$ cat src/hw/rtl/assert_macros.svh
// Assertion macros used by the translator top level.
`ifndef ASSERT_MACROS_SVH
`define ASSERT_MACROS_SVH

// The consequent must hold whenever the antecedent holds, outside reset.
`define ASSERT_IMPLY(lbl, clk, rst_n, ante, cons) \
    lbl: assert property (@(posedge clk) disable iff (!(rst_n)) (ante) |-> (cons)) \
        else $error("implication check failed");

// The expression must hold at every clock edge outside reset.
`define ASSERT_ALWAYS(lbl, clk, rst_n, expr) \
    lbl: assert property (@(posedge clk) disable iff (!(rst_n)) (expr)) \
        else $error("invariant check failed");

`endif

$ cat src/hw/rtl/tlbpt_pkg.sv
// Shared constants and types of the TLB and page table translator.
package tlbpt_pkg;

    localparam int ADDR_W      = 16;
    localparam int FRAME_OUT_W = 8;
    localparam int STATUS_W    = 2;

    localparam logic [STATUS_W-1:0] STATUS_TLB_HIT = STATUS_W'(0);
    localparam logic [STATUS_W-1:0] STATUS_PT_HIT  = STATUS_W'(1);
    localparam logic [STATUS_W-1:0] STATUS_NEW     = STATUS_W'(2);
    localparam logic [STATUS_W-1:0] STATUS_OOF     = STATUS_W'(3);

    typedef struct packed {
        logic rd_en;
        logic wr_en;
    } t_pt_ctrl;

endpackage

$ cat src/hw/rtl/tlbpt_tlb.sv
// Fully associative TLB with parallel tag compare and FIFO insertion.
module tlbpt_tlb #(
    parameter int ENTRIES = 16,
    parameter int PAGE_W  = 8,
    parameter int FRAME_W = 8
) (
    input  logic               i_clk,
    input  logic               i_rst_n,
    input  logic [PAGE_W-1:0]  i_page,
    output logic               o_hit,
    output logic [FRAME_W-1:0] o_frame,
    input  logic               i_ins_en,
    input  logic [PAGE_W-1:0]  i_ins_page,
    input  logic [FRAME_W-1:0] i_ins_frame
);

    localparam int IDX_W = $clog2(ENTRIES);

    logic [PAGE_W-1:0]  r_tag [ENTRIES];
    logic [FRAME_W-1:0] r_frm [ENTRIES];
    logic [ENTRIES-1:0] r_valid;
    logic [IDX_W-1:0]   r_ptr;

    logic [ENTRIES-1:0] match;
    logic [ENTRIES-1:0] first;

    always_comb begin
        for (int i = 0; i < ENTRIES; i++) begin
            match[i] = r_valid[i] && (r_tag[i] == i_page);
        end
        // Isolate the lowest-numbered match.
        first = match & (~match + ENTRIES'(1));
        o_frame = '0;
        for (int i = 0; i < ENTRIES; i++) begin
            o_frame = o_frame | ({FRAME_W{first[i]}} & r_frm[i]);
        end
    end

    assign o_hit = |match;

    always_ff @(posedge i_clk) begin
        if (!i_rst_n) begin
            r_valid <= '0;
            r_ptr   <= '0;
        end else if (i_ins_en) begin
            r_valid[r_ptr] <= 1'b1;
            if (r_ptr == IDX_W'(ENTRIES - 1)) begin
                r_ptr <= '0;
            end else begin
                r_ptr <= r_ptr + IDX_W'(1);
            end
        end
    end

    always_ff @(posedge i_clk) begin
        if (i_ins_en) begin
            r_tag[r_ptr] <= i_ins_page;
            r_frm[r_ptr] <= i_ins_frame;
        end
    end

endmodule

$ cat src/hw/rtl/tlbpt_page_table.sv
// Page table memory with valid flag per entry and a clearing sweep after reset.
module tlbpt_page_table #(
    parameter int ENTRIES = 256,
    parameter int FRAME_W = 8
) (
    input  logic                    i_clk,
    input  logic                    i_rst_n,
    input  tlbpt_pkg::t_pt_ctrl     i_ctrl,
    input  logic [$clog2(ENTRIES)-1:0] i_rd_addr,
    input  logic [$clog2(ENTRIES)-1:0] i_wr_addr,
    input  logic [FRAME_W-1:0]      i_wr_frame,
    output logic                    o_rd_valid,
    output logic [FRAME_W-1:0]      o_rd_frame,
    output logic                    o_busy
);

    import tlbpt_pkg::*;

    localparam int IDX_W = $clog2(ENTRIES);

    logic [FRAME_W:0]   r_mem [ENTRIES];
    logic [FRAME_W:0]   r_rd;
    logic               r_clr_busy;
    logic [IDX_W-1:0]   r_clr_idx;

    always_ff @(posedge i_clk) begin
        if (!i_rst_n) begin
            r_clr_busy <= 1'b1;
            r_clr_idx  <= '0;
        end else if (r_clr_busy) begin
            if (r_clr_idx == IDX_W'(ENTRIES - 1)) begin
                r_clr_busy <= 1'b0;
            end
            r_clr_idx <= r_clr_idx + IDX_W'(1);
        end
    end

    always_ff @(posedge i_clk) begin
        if (r_clr_busy) begin
            r_mem[r_clr_idx] <= '0;
        end else if (i_ctrl.wr_en) begin
            r_mem[i_wr_addr] <= {1'b1, i_wr_frame};
        end
    end

    always_ff @(posedge i_clk) begin
        if (i_ctrl.rd_en) begin
            r_rd <= r_mem[i_rd_addr];
        end
    end

    assign o_rd_valid = r_rd[FRAME_W];
    assign o_rd_frame = r_rd[FRAME_W-1:0];
    assign o_busy     = r_clr_busy;

endmodule

$ cat src/hw/rtl/tlb_page_table_translator_top.sv
// Top level of the TLB and page table address translator.
//
//  Channel   Direction  Handshake                   Payload
//  input     in         i_in_valid / o_in_ready     i_logical_address
//  output    out        o_out_valid / i_out_ready   o_phys_addr, o_frame, o_status
//
// The transfer of an address issues the page table read, and the S_LOOK state
// that follows compares the TLB, decides and writes back.
// The read of the page table memory is synchronous and registered, so the decision waits for S_LOOK.
// After reset a clearing sweep over every page table entry runs before the first transfer.
// A result waiting in the output register stalls only the decision cycle of the next item.
`include "assert_macros.svh"

module tlb_page_table_translator_top #(
    parameter int TLB_ENTRIES  = 16,
    parameter int PAGE_ENTRIES = 256,
    parameter int FRAME_COUNT  = 256,
    parameter int OFFSET_BITS  = 8
) (
    input  logic                                 i_clk,
    input  logic                                 i_rst_n,
    input  logic                                 i_in_valid,
    output logic                                 o_in_ready,
    input  logic [tlbpt_pkg::ADDR_W-1:0]         i_logical_address,
    output logic                                 o_out_valid,
    input  logic                                 i_out_ready,
    output logic [tlbpt_pkg::ADDR_W-1:0]         o_phys_addr,
    output logic [tlbpt_pkg::FRAME_OUT_W-1:0]    o_frame,
    output logic [tlbpt_pkg::STATUS_W-1:0]       o_status
);

    import tlbpt_pkg::*;

    // A page field of zero width is kept as one bit that always reads zero.
    localparam int PAGE_W  = (OFFSET_BITS < ADDR_W) ? (ADDR_W - OFFSET_BITS) : 1;
    localparam int PIDX_W  = $clog2(PAGE_ENTRIES);
    localparam int FRAME_W = $clog2(FRAME_COUNT);
    localparam int CNT_W   = $clog2(FRAME_COUNT + 1);
    localparam bit PE_POW2 = (PAGE_ENTRIES & (PAGE_ENTRIES - 1)) == 0;

    localparam logic S_IDLE = 1'b0;
    localparam logic S_LOOK = 1'b1;

    logic                   r_state, n_state;
    logic                   r_out_valid, n_out_valid;
    logic [CNT_W-1:0]       r_frames_used, n_frames_used;

    logic [PAGE_W-1:0]      r_page;
    logic [OFFSET_BITS-1:0] r_offset;
    logic [PIDX_W-1:0]      r_pidx;
    logic [ADDR_W-1:0]      r_out_phys;
    logic [FRAME_OUT_W-1:0] r_out_frame;
    logic [STATUS_W-1:0]    r_out_status;

    logic                   in_xfer;
    logic [PAGE_W-1:0]      in_page;
    logic [PIDX_W-1:0]      in_pidx;

    logic                   pt_busy;
    logic                   pt_valid;
    logic [FRAME_W-1:0]     pt_frame;
    t_pt_ctrl               pt_ctrl;

    logic                   tlb_hit;
    logic [FRAME_W-1:0]     tlb_frame;

    logic                   commit;
    logic                   frame_left;
    logic                   tlb_ins;
    logic                   is_oof;
    logic [FRAME_W-1:0]     res_frame;
    logic [STATUS_W-1:0]    res_status;

    assign o_in_ready = (r_state == S_IDLE) && !pt_busy;
    assign in_xfer    = i_in_valid && o_in_ready;
    assign in_page    = PAGE_W'(i_logical_address >> OFFSET_BITS);

    // Page table index is the page modulo the table depth. For a depth that is
    // not a power of two the quotient comes from a multiply by a reciprocal that
    // is exact over the full page range.
    generate
        if (PE_POW2) begin : g_mask
            assign in_pidx = PIDX_W'(in_page);
        end else begin : g_recip
            localparam int SHIFT   = PAGE_W + PIDX_W;
            localparam int RECIP_W = PAGE_W + 2;
            localparam longint unsigned RECIP =
                ((64'd1 << SHIFT) + PAGE_ENTRIES - 1) / PAGE_ENTRIES;
            localparam logic [RECIP_W-1:0] RECIP_V = RECIP_W'(RECIP);
            logic [PAGE_W+RECIP_W-1:0] prod;
            logic [PAGE_W-1:0]         quo;
            logic [PAGE_W-1:0]         rem;
            assign prod    = (PAGE_W + RECIP_W)'(in_page) * (PAGE_W + RECIP_W)'(RECIP_V);
            assign quo     = PAGE_W'(prod >> SHIFT);
            assign rem     = in_page - PAGE_W'(quo * PAGE_ENTRIES);
            assign in_pidx = PIDX_W'(rem);
        end
    endgenerate

    // The commit edge of one item always precedes the transfer of the next, so a
    // page table write is visible to the following read without forwarding.
    assign commit     = (r_state == S_LOOK) && (!r_out_valid || i_out_ready);
    assign frame_left = (r_frames_used != CNT_W'(FRAME_COUNT));

    always_comb begin
        res_frame  = '0;
        res_status = STATUS_OOF;
        tlb_ins    = 1'b0;
        is_oof     = 1'b0;
        pt_ctrl.rd_en = in_xfer;
        pt_ctrl.wr_en = 1'b0;
        n_frames_used = r_frames_used;
        if (tlb_hit) begin
            res_frame  = tlb_frame;
            res_status = STATUS_TLB_HIT;
        end else if (pt_valid) begin
            res_frame  = pt_frame;
            res_status = STATUS_PT_HIT;
            tlb_ins    = commit;
        end else if (frame_left) begin
            res_frame     = r_frames_used[FRAME_W-1:0];
            res_status    = STATUS_NEW;
            tlb_ins       = commit;
            pt_ctrl.wr_en = commit;
            if (commit) begin
                n_frames_used = r_frames_used + CNT_W'(1);
            end
        end else begin
            // No frame left: report it and leave every store untouched.
            is_oof = 1'b1;
        end
    end

    always_comb begin
        n_state     = r_state;
        n_out_valid = r_out_valid;
        if (r_out_valid && i_out_ready) begin
            n_out_valid = 1'b0;
        end
        unique case (r_state)
            S_IDLE: begin
                if (in_xfer) begin
                    n_state = S_LOOK;
                end
            end
            S_LOOK: begin
                if (commit) begin
                    n_state     = S_IDLE;
                    n_out_valid = 1'b1;
                end
            end
            default: n_state = S_IDLE;
        endcase
    end

    always_ff @(posedge i_clk) begin
        if (!i_rst_n) begin
            r_state       <= S_IDLE;
            r_out_valid   <= 1'b0;
            r_frames_used <= '0;
        end else begin
            r_state       <= n_state;
            r_out_valid   <= n_out_valid;
            r_frames_used <= n_frames_used;
        end
    end

    always_ff @(posedge i_clk) begin
        if (in_xfer) begin
            r_page   <= in_page;
            r_offset <= OFFSET_BITS'(i_logical_address);
            r_pidx   <= in_pidx;
        end
        if (commit) begin
            r_out_status <= res_status;
            if (is_oof) begin
                r_out_phys  <= '0;
                r_out_frame <= '0;
            end else begin
                r_out_phys  <= ADDR_W'({res_frame, r_offset});
                r_out_frame <= FRAME_OUT_W'(res_frame);
            end
        end
    end

    tlbpt_page_table #(
        .ENTRIES (PAGE_ENTRIES),
        .FRAME_W (FRAME_W)
    ) u_page_table (
        .i_clk      (i_clk),
        .i_rst_n    (i_rst_n),
        .i_ctrl     (pt_ctrl),
        .i_rd_addr  (in_pidx),
        .i_wr_addr  (r_pidx),
        .i_wr_frame (r_frames_used[FRAME_W-1:0]),
        .o_rd_valid (pt_valid),
        .o_rd_frame (pt_frame),
        .o_busy     (pt_busy)
    );

    tlbpt_tlb #(
        .ENTRIES (TLB_ENTRIES),
        .PAGE_W  (PAGE_W),
        .FRAME_W (FRAME_W)
    ) u_tlb (
        .i_clk       (i_clk),
        .i_rst_n     (i_rst_n),
        .i_page      (r_page),
        .o_hit       (tlb_hit),
        .o_frame     (tlb_frame),
        .i_ins_en    (tlb_ins),
        .i_ins_page  (r_page),
        .i_ins_frame (res_frame)
    );

    assign o_out_valid = r_out_valid;
    assign o_phys_addr = r_out_phys;
    assign o_frame     = r_out_frame;
    assign o_status    = r_out_status;

    // The allocation count never passes the number of frames.
    `ASSERT_ALWAYS(a_frames_bound, i_clk, i_rst_n, r_frames_used <= CNT_W'(FRAME_COUNT))
    // An out-of-frames result carries a zero frame and a zero address.
    `ASSERT_IMPLY(a_oof_zero, i_clk, i_rst_n, o_out_valid && (o_status == STATUS_OOF),
        (o_frame == '0) && (o_phys_addr == '0))
    // The allocation count moves only on the commit of a newly allocated frame.
    `ASSERT_IMPLY(a_alloc_commit, i_clk, i_rst_n,
        $past(i_rst_n) && (r_frames_used != $past(r_frames_used)),
        $past(commit && pt_ctrl.wr_en))
    // A fresh result appears only after a decision cycle.
    `ASSERT_IMPLY(a_result_origin, i_clk, i_rst_n, $rose(o_out_valid), $past(r_state == S_LOOK))

endmodule
$ cat config.mk
export PLATFORM = sky130hd
export DESIGN_NAME = tlb_page_table_translator_top
export DESIGN_NICKNAME = d
export VERILOG_FILES = /design/src/hw/rtl/tlbpt_pkg.sv /design/src/hw/rtl/tlbpt_tlb.sv /design/src/hw/rtl/tlbpt_page_table.sv /design/src/hw/rtl/tlb_page_table_translator_top.sv
export VERILOG_INCLUDE_DIRS = /design/src /design/src/hw/rtl
export SDC_FILE = /design/constraint.sdc
export NUM_CORES = 2
export LEC_CHECK = 0
export ABC_AREA = 1
export BUFFER_PORTS_ARGS = -buffer_cell sky130_fd_sc_hd__clkbuf_2
export CORE_AREA = 2 2 558 560
export DETAILED_ROUTE_END_ITERATION = 8
export DIE_AREA = 0 0 560 562
export PLACE_DENSITY = 0.53
export SLEW_MARGIN = 15
export SYNTH_ARGS = -nofsm -noshare
export SYNTH_HDL_FRONTEND = slang
export SYNTH_SLANG_ARGS = --single-unit
$ cat constraint.sdc
create_clock -name i_clk -period 13.6 [get_ports i_clk]
set_clock_uncertainty 0.15 [all_clocks]
set_input_delay 0.68 -clock i_clk [delete_from_list [all_inputs] [get_ports i_clk]]
set_output_delay 0.68 -clock i_clk [all_outputs]
set_load 0.01 [all_outputs]
==> out/summary.txt <==
outcome: completed
Sw Pwr: 3790 uW
maximum fanout along the worst path: 62
Static Leak: 0.0402 uW
layout cells sized above 1: 7.32%
worst r2r src: r_pidx[1]
sequential fraction of design power: 50.9%
DIE HEIGHT: 562 um
drt drc: 0
DIE WIDTH: 560 um
GRT Util Overall: 19.4%
Final Hold Fails: 0
Post-synth EDFFs: 2603
sequential area share after synthesis: 73.5%
Slew headroom: 22.3%
element type at the critical path end: flip-flop
Mean Syn Cell Area: 12.1 um2
Yosys reg bits: 2643
Async S/R FF share, synth: 0%
initial antenna violation count: 9
fill count: 29.4k
endpoints failing setup: 0
fin crit share: 48.1%
CTS H-tree depth: 5
CTS Buf Count: 286
max-slew violations: 0
commonest non-fill, non-tap cells in the layout: edfxtp_1 (2603), nor2_1 (1592), o21ai_0 (1165)
Reg area: 0.0790 mm2
vias in the first global route: 68.5k
commonest non-fill, non-tap cell in the layout: edfxtp_1
worst hold path type: in -> reg
fmax: 153 MHz
critical path class: reg -> reg
area of the multi-input gates: 0.0252 mm2
Clock transition at path regs: 0.06 ns
Worst-Skew Late Latency: 0.84 ns
Slew @ Worst Pin: 1.16 ns
CTS Sinks: 2643
Power Density: 143 mW/mm2
R2R Setup Slk: 7.06 ns
Root Driver: clkbuf_16
P_int: 13500 uW
top-area cell type share of the netlist area: 72.8%
Area Growth Syn to Fin: 12.5%
drt via density: 5.46
core area: 0.308 mm2
Detail Placement HPWL: 176000 um
final core occ: 39.2%
gate count of the mapped netlist: 8844
CTS tree: done
I/O pins: 48
top post-synthesis cells by area: edfxtp_1 (73%), nor2_1 (5.6%), o21ai_0 (5.4%)
cell taking the most area after synthesis: edfxtp_1
final setup TNS: 0 ns
min-delay src: i_rst_n
first-pass detailed-route iteration total: 6
Total Die Area: 0.315 mm2
Final ANT Viol Nets: 0
arrival time worst endpoint: 6.90 ns
GRT overflow: 0
Ys Warns: 0
RSZ-0062 raised after global routing: false
Avg WL per Cell: 24.2 um
clock network power share: 44.8%
VDD IR-drop max: 0.106 mV
first-pass GRT wire length: 463000 um
max-cap viol count: 0
Setup Buffers After CTS: 0
initial core utilization: 34.8%
Synthesized Nets: 8871
# hold bufs at CTS: 10
post-synthesis cell type count: 50
hold depth: 2
largest net degree at the start of global routing: 215
WP data required: 13.96 ns
Startpoint Class: flip-flop
GP Congestion: 0.869
Nets: 8733
num rows: 204
Sw Share: 21.8%
Final Critical Period: 6.54 ns
area of the mapped netlist: 0.107 mm2
Critical Path Source: r_pidx[1]
combinational power share: 4.4%
Resize count post-CTS: 0
vias: 71.2k
DR iter-0 viols: 9967
WHS Endpoint: u_page_table.o_busy
DRT Wirelength: 316000 um
r2r endpoint: u_page_table.r_mem[69][7]
cells on worst reg2reg path: 14
Clock Path Buffers: 4
dominant synthesized flop cell: edfxtp_1
I/O Buffers: 47
-- cells by family after synthesis --
family	synth area share [%]
flops	73.5
buf+inv	3.18
fa+ha+maj	0.0815
compound gates	9.31
simple gates	13.6
xor+xnor	0.269
-- cell usage after synthesis (26+ instances only) --
| cell type | count |
|---|---|
| dfxtp_1 | 40 |
| o22ai_1 | 569 |
| buf_1 | 64 |
| nor2_1 | 1601 |
| nand2_1 | 1034 |
| a21oi_1 | 68 |
| clkbuf_1 | 454 |
| buf_6 | 26 |
| edfxtp_1 | 2603 |
| o21ai_0 | 1165 |
| inv_1 | 222 |
| nand4_1 | 72 |
| nand3_1 | 690 |
-- metal layers --
metal | track usage [%] | vias up | part of all wire, % | wire, um
li1 | - | 31800 | - | -
met1 | 28.4 | 35700 | 44 | 140000
met2 | 29.6 | 3247 | 45 | 142000
met3 | 3.46 | 462 | 8.5 | 26900
met4 | 5.54 | 6 | 2.6 | 8240
met5 | 0 | - | 0.015 | 46
-- critical path: stages, from the launching register on --
cell      delay (ns)
edfxtp_1        0.36
buf_4           0.26
inv_2           0.40
nand2_1         0.15
nand3_1         0.13
nor2_1          0.06
nand3_2         0.19
nand2_2         0.13
nor2_4          0.74
nand2_4         0.17
nor2_8          0.32
nand3_4         0.52
nor2_4          0.73
buf_4           0.83
buf_4           0.80
-- flip-flops by register name, summed over array words and instances, names as in the netlist, 4 cells and up --
signal	count
u_tlb.r_ptr	4
u_tlb.r_valid	16
u_page_table.r_clr_idx	8
r_offset	8
o_phys_addr	16
u_page_table.r_rd	9
u_page_table.r_mem	2304
r_frames_used	9
u_tlb.r_tag	128
r_pidx	8
u_tlb.r_frm	128
-- how the worst max path moves through the flow --
stage | endpoint | slack, ns | depth (start not counted)
finish | u_page_table.r_mem[69][7] | 7.06 | 14
global route | u_page_table.r_mem[36][6] | 6.59 | 15
global placement | u_page_table.r_mem[4][6] | 7.05 | 17
floorplan | u_page_table.r_mem[0][0] | 3.84 | 7
detailed placement | u_page_table.r_mem[48][6] | 7.00 | 15
CTS | u_page_table.r_mem[7][6] | 6.96 | 15
-- stage by stage --
stage	power, uW	hold slack (ns)	cells	setup WS [ns]	area, um2
5_1_grt	17800	0.243	13000	6.59	121000
6_report	17300	0.255	13100	7.06	121000
3_5_place_dp	9730	0.297	12500	7.00	111000
3_3_place_gp	9730	0.291	12500	7.05	111000
4_1_cts	17400	0.177	13000	6.96	121000
2_1_floorplan	9450	0.284	8844	3.84	107000
-- layout make-up --
class                   instances  area share, %
diodes                          6         0.0124
clock buffers                 338           6.22
clock inverters               169           1.37
inverters                     243          0.787
multi-input cells            5371           20.8
flip-flops and latches       2643           65.4
well taps                    4120           4.27
repair buffers                161           1.15
-- power groups by stage --
stage                     Sequential, uW  Combinational (uW)  Clock, uW
after detailed placement            8990                 737          0
after floorplan                     8990                 457          0
final                               8820                 754       7760
after global routing                8820                 813       8200
after global placement              8990                 737          0
after CTS                           8820                 741       7880
Power figures use the tool's default switching activity.
